File: src/hdl/atcs_pkg.sv
// ----------------------------------------------------------------------------
// AT command sequencer package
// Shared types, codes and sizes of the command queue and response sequencer.
// ----------------------------------------------------------------------------
package atcs_pkg;

	localparam int QUEUE_DEPTH       = 1024;
	localparam int MAX_COMMAND_BYTES = 64;
	localparam int IDX_W             = $clog2(QUEUE_DEPTH);
	localparam int CNT_W             = 11;
	localparam int LEN_W             = 7;
	localparam int LIMIT_W           = 16;
	localparam int CMDQ_DEPTH        = 2;
	localparam int CMDQ_IDX_W        = $clog2(CMDQ_DEPTH);
	localparam int CMDQ_CNT_W        = $clog2(CMDQ_DEPTH + 1);

	localparam logic [LIMIT_W-1:0] TIMEOUT_RESET = 16'd5000;
	localparam logic [7:0]         NEWLINE       = 8'h0A;

	localparam logic [1:0] ACT_PUSH = 2'd0;
	localparam logic [1:0] ACT_TICK = 2'd1;
	localparam logic [1:0] ACT_OK   = 2'd2;
	localparam logic [1:0] ACT_ERR  = 2'd3;

	localparam logic [1:0] SEQ_READY = 2'd0;
	localparam logic [1:0] SEQ_WAIT  = 2'd1;
	localparam logic [1:0] SEQ_DONE  = 2'd2;

	localparam logic [1:0] OC_SUCCESS = 2'd0;
	localparam logic [1:0] OC_TIMEOUT = 2'd1;
	localparam logic [1:0] OC_FAILED  = 2'd2;
	localparam logic [1:0] OC_UNDEF   = 2'd3;

	typedef struct packed {
		logic [1:0]       action;
		logic [7:0]       data_byte;
		logic [LEN_W-1:0] command_length;
		logic             first_byte;
	} item_t;

	typedef struct packed {
		logic             kind;
		logic [7:0]       tx_byte;
		logic             last_item;
		logic [1:0]       engine_state;
		logic [1:0]       outcome;
		logic             push_accepted;
		logic [CNT_W-1:0] queue_count;
	} result_t;

	typedef struct packed {
		logic [1:0]       action;
		logic [7:0]       data_byte;
		logic [LEN_W-1:0] length;
		logic             first;
		logic             length_ok;
	} cmd_t;

endpackage

File: src/hdl/atcs_front.sv
// ----------------------------------------------------------------------------
// AT command sequencer front end
// Takes input transfers, checks the push length and holds them in a short
// queue until the back end is free to carry them out.
// ----------------------------------------------------------------------------
module atcs_front (
	input  logic                   clk,
	input  logic                   arst_n,
	input  logic                   start,
	output logic                   busy,
	input  atcs_pkg::item_t        item,
	output logic                   cmd_valid,
	output atcs_pkg::cmd_t         cmd,
	input  logic                   cmd_pop
);

	atcs_pkg::cmd_t                      entry_q [atcs_pkg::CMDQ_DEPTH];
	logic [atcs_pkg::CMDQ_IDX_W-1:0]     wp_q;
	logic [atcs_pkg::CMDQ_IDX_W-1:0]     rp_q;
	logic [atcs_pkg::CMDQ_CNT_W-1:0]     cnt_q;
	atcs_pkg::cmd_t                      cls;
	logic                                push;
	logic                                pop;

	assign busy      = (cnt_q == atcs_pkg::CMDQ_CNT_W'(atcs_pkg::CMDQ_DEPTH));
	assign push      = start && !busy;
	assign cmd_valid = (cnt_q != '0);
	assign pop       = cmd_pop && cmd_valid;
	assign cmd       = entry_q[rp_q];

	always_comb begin
		cls.action    = item.action;
		cls.data_byte = item.data_byte;
		cls.length    = item.command_length;
		cls.first     = item.first_byte;
		cls.length_ok = (item.command_length != '0) &&
			(item.command_length <= atcs_pkg::LEN_W'(atcs_pkg::MAX_COMMAND_BYTES));
	end

	always_ff @(posedge clk) begin
		if (push) begin
			entry_q[wp_q] <= cls;
		end
	end

	always_ff @(posedge clk or negedge arst_n) begin
		if (!arst_n) begin
			wp_q  <= '0;
			rp_q  <= '0;
			cnt_q <= '0;
		end else begin
			if (push) begin
				wp_q <= (wp_q == atcs_pkg::CMDQ_IDX_W'(atcs_pkg::CMDQ_DEPTH - 1)) ?
					'0 : wp_q + 1'b1;
			end
			if (pop) begin
				rp_q <= (rp_q == atcs_pkg::CMDQ_IDX_W'(atcs_pkg::CMDQ_DEPTH - 1)) ?
					'0 : rp_q + 1'b1;
			end
			if (push && !pop) begin
				cnt_q <= cnt_q + 1'b1;
			end else if (pop && !push) begin
				cnt_q <= cnt_q - 1'b1;
			end
		end
	end

endmodule

File: config.mk
export PLATFORM = sky130hd
export DESIGN_NAME = atcs_front
export DESIGN_NICKNAME = d
export VERILOG_FILES = /design/src/hdl/atcs_pkg.sv /design/src/hdl/atcs_front.sv
export SDC_FILE = /design/constraint.sdc
export NUM_CORES = 1
export LEC_CHECK = 0
export BUFFER_PORTS_ARGS = -buffer_cell sky130_fd_sc_hd__buf_2
export CORE_UTILIZATION = 54
export DETAILED_ROUTE_END_ITERATION = 7
export PLACE_DENSITY = 0.89
export SLEW_MARGIN = 30
export SYNTH_ARGS = -nofsm -noshare
export SYNTH_HDL_FRONTEND = slang
export SYNTH_SLANG_ARGS = --single-unit
File: constraint.sdc
create_clock -name clk -period 4.98 [get_ports clk]
set_input_delay 0.498 -clock clk [delete_from_list [all_inputs] [get_ports clk]]
set_output_delay 0.498 -clock clk [all_outputs]
set_load 0.05 [all_outputs]
==> impl_results.md <==
* Status: complete, no violations
* Area leader, netlist: edfxtp_1
* Crit path max fanout at 20
* Num CTS Buffers at 5
* Layout Area Growth over Synthesis at 19.32%
* Slowest Stage Delay on Critical Path at 0.90 ns
* Post-synthesis mux area share at 13.43%
* Die area at 3171 µm²
* Register Area at 1241 µm²
* Area of the multi-input gates at 334.1 µm²
* Initial antenna violation count at 0
* Finished Core Util at 68.33%
* RD Place Congestion at 0.6391
* I/O pins at 43
* Syn Area/Cell at 19.66 µm²
* Post-Synth XOR/XNOR Area at 3.299%
* Detailed-route via count at 848
* Worst Path Required at 4.48 ns
* Global-route wire length before repair at 3967 µm
* Worst min-delay path class: in -> reg
* Share of layout cells above drive strength 1 at 54.20%
* Final Max Tran Viols at 0
* R2R setup slack at 3.24 ns
* Post-CTS Repair Setup Buffers at 0
* Synth unique cells at 15
* Fillers at 190
* Synth top area cells: edfxtp_1, mux2_2, dfrtp_1
* Largest family of logic cells by synthesized area: multiplexers
* Tot GR Track Use at 17.63%
* Cells on Worst Hold Path at 1
* Dpl cell area at 1839 µm²
* Setup_tns at 0 ns
* Deepest clock path buffer count at 2
* Fmax at 422.5 MHz
* Post-synthesis adder-cell area fraction at 0.7855%
* Vias per cell at 5.235
* FF-to-FF End: entry_q[1][17]
* Drt wl/cell at 14.96 µm
* Crit path kind: reg -> out
* Pwr dens at 658.6 nW/µm²
* Die H at 56.31 µm
* Routed Antenna Nets at 0
* VDD IR max at 0.5705 mV
* Worst slew pin tran at 0.9021 ns
* Max-cap violation count at 0
* Sequential share of the synthesized area at 77.93%
* Die span in x at 56.31 µm
* Post-synthesis instance area at 1593 µm²
* CP Cell Sequence: mux2_2, buf_2
* Area share of the largest cell type after synthesis at 71.64%
* Syn Nets at 104
* Async SR Flop Fraction at 9.524%
* Final wirelength at 2424 µm
* Worst-Skew Late Latency at 0.34 ns
* H-tree level count at 2
* Minimum clock period at 2.367 ns
* TritonCTS clock tree: yes
* Slew HR at 39.86%
* CP max stage cell: dfrtp_1
* Tcrit/Tclk final at 47.53%
* Number of global-route vias before repair at 864
* Worst Setup End Kind: output port
* Root Driver: clkbuf_4
* Synth Area in Simple Gates at 3.456%
* Synth Warn # at 0
* Hold Crit Start: item[17]
* RR Startpoint: cnt_q[0]
* Largest net degree at the start of global routing at 21
* Pwr Total at 0.001252 W
* DP HPWL at 1685 µm
* Nets@finish at 153
* Clock Sinks at 42
* Mapped Cells at 81
* CP Data Arrival Time at 1.87 ns
* Hold path endpoint: entry_q[0][18]
* Setup violations, final at 0
* Startpoint Class: register
* Post-synthesis compound-gate area fraction at 0%
* Clock slew at reported path FFs at 0.12 ns
* Initial core utilization at 57.26%
* Total congestion overflow at 0
* Core area at 2781 µm²
* Number of DRC markers in iteration 0 at 17
* DRT Pass-1 Iters at 4
* Fin area at 1901 µm²
* Post-synth EDFFs at 38
* Commonest cells post-synth: edfxtp_1, mux2_2, dfrtp_1, xnor2_1
* Cells on worst reg2reg path at 2
* Hold Vio Cnt, Final at 0
* Synth Flop Type: edfxtp_1
* Clk_skew at 0.007291 ns
* RSZ-0062 raised after global routing: false
* Yosys reg bits at 42
* FP Rows at 19
* Lkg Pwr at 0.7452 nW
* Most common cell in the netlist: edfxtp_1
* # DRC at 0
* PortBufs at 42
* Antenna diode count at 0
placed cells by master, fill, tap and decap left out:
master and n:
and3_1 1, buf_2 42, buf_4 1, clkbuf_1 1, clkbuf_4 5, clkinv_2 2, dfrtp_1 4, dlygate4sd3_1 1
edfxtp_1 38, ha_1 1, inv_1 2, mux2_2 19, nand2_1 2, nand2b_1 1, nor2_1 2, nor3_2 1
or2_1 1, or4_4 1, xnor2_1 4, xor2_1 2
cells by family (layout without fill, tap and decap cells):
logic type | Yosys count | after routing
simple gates | 9 | 9
fa+ha+maj | 1 | 1
buf+inv | 4 | 54
xor+xnor | 6 | 6
mux | 19 | 19
flops | 42 | 42
power by group:
part / total, W / leakage (nW) / switching, W / internal, W
combinational: 0.000557 / 0.314 / 0.000391 / 0.000166
clock: 0.000151 / 0.0320 / 0.0000976 / 0.0000538
sequential: 0.000543 / 0.400 / 0.0000576 / 0.000486
total: 0.00125 / 0.745 / 0.000546 / 0.000705
metrics by stage:
stage / setup slack (ns) / hold WS [ns] / instances
global placement: 2.986 / 0.3042 / 153
finish: 2.613 / 0.3405 / 162
floorplan: 3.145 / 0.2024 / 81
CTS: 2.573 / 0.3233 / 162
global route: 2.496 / 0.3141 / 162
detailed placement: 2.964 / 0.3077 / 153
layer usage:
layer	global-route usage, %	up-vias	wire length [µm]
met4	10.45	0	65
met5	0	-	0
li1	-	403	-
met1	21.63	407	986
met2	27.55	30	1219
met3	5.530	8	152
final cells by class:
| class | count | share of cell area [%] |
|---|---|---|
| tap | 31 | 2.041 |
| inverter | 2 | 0.3950 |
| timing repair buffer | 44 | 11.98 |
| clock buffer | 6 | 2.172 |
| sequential | 42 | 65.31 |
| multi-input combinational | 35 | 17.58 |
| clock inverter | 2 | 0.5267 |
flip-flops by register name, indices dropped and copies added, names as in the netlist:
name     flops
entry_q     38
wp_q         1
cnt_q        2
rp_q         1
critical path: cells and delay by family (launching register included):
family / cells / cell delay, ns
flops: 1 / 0.90
mux: 1 / 0.42
buf+inv: 1 / 0.21
worst max-delay path by stage:
| stage | from | end | cells after the start |
|---|---|---|---|
| 2_1_floorplan | cnt_q[0] | entry_q[0][0] | 3 |
| 3_3_place_gp | rp_q | cmd[4] | 2 |
| 3_5_place_dp | rp_q | cmd[7] | 2 |
| 4_1_cts | rp_q | cmd[4] | 2 |
| 5_1_grt | rp_q | cmd[4] | 2 |
| 6_report | rp_q | cmd[4] | 2 |
repair_timing:
action                     CTS  global route
hold endpoints to repair     4             0
hold buffers                 1             0
gates resized for setup      0             0
setup endpoints to repair    0             0
Note: power is estimated with default switching activity, not from simulation.
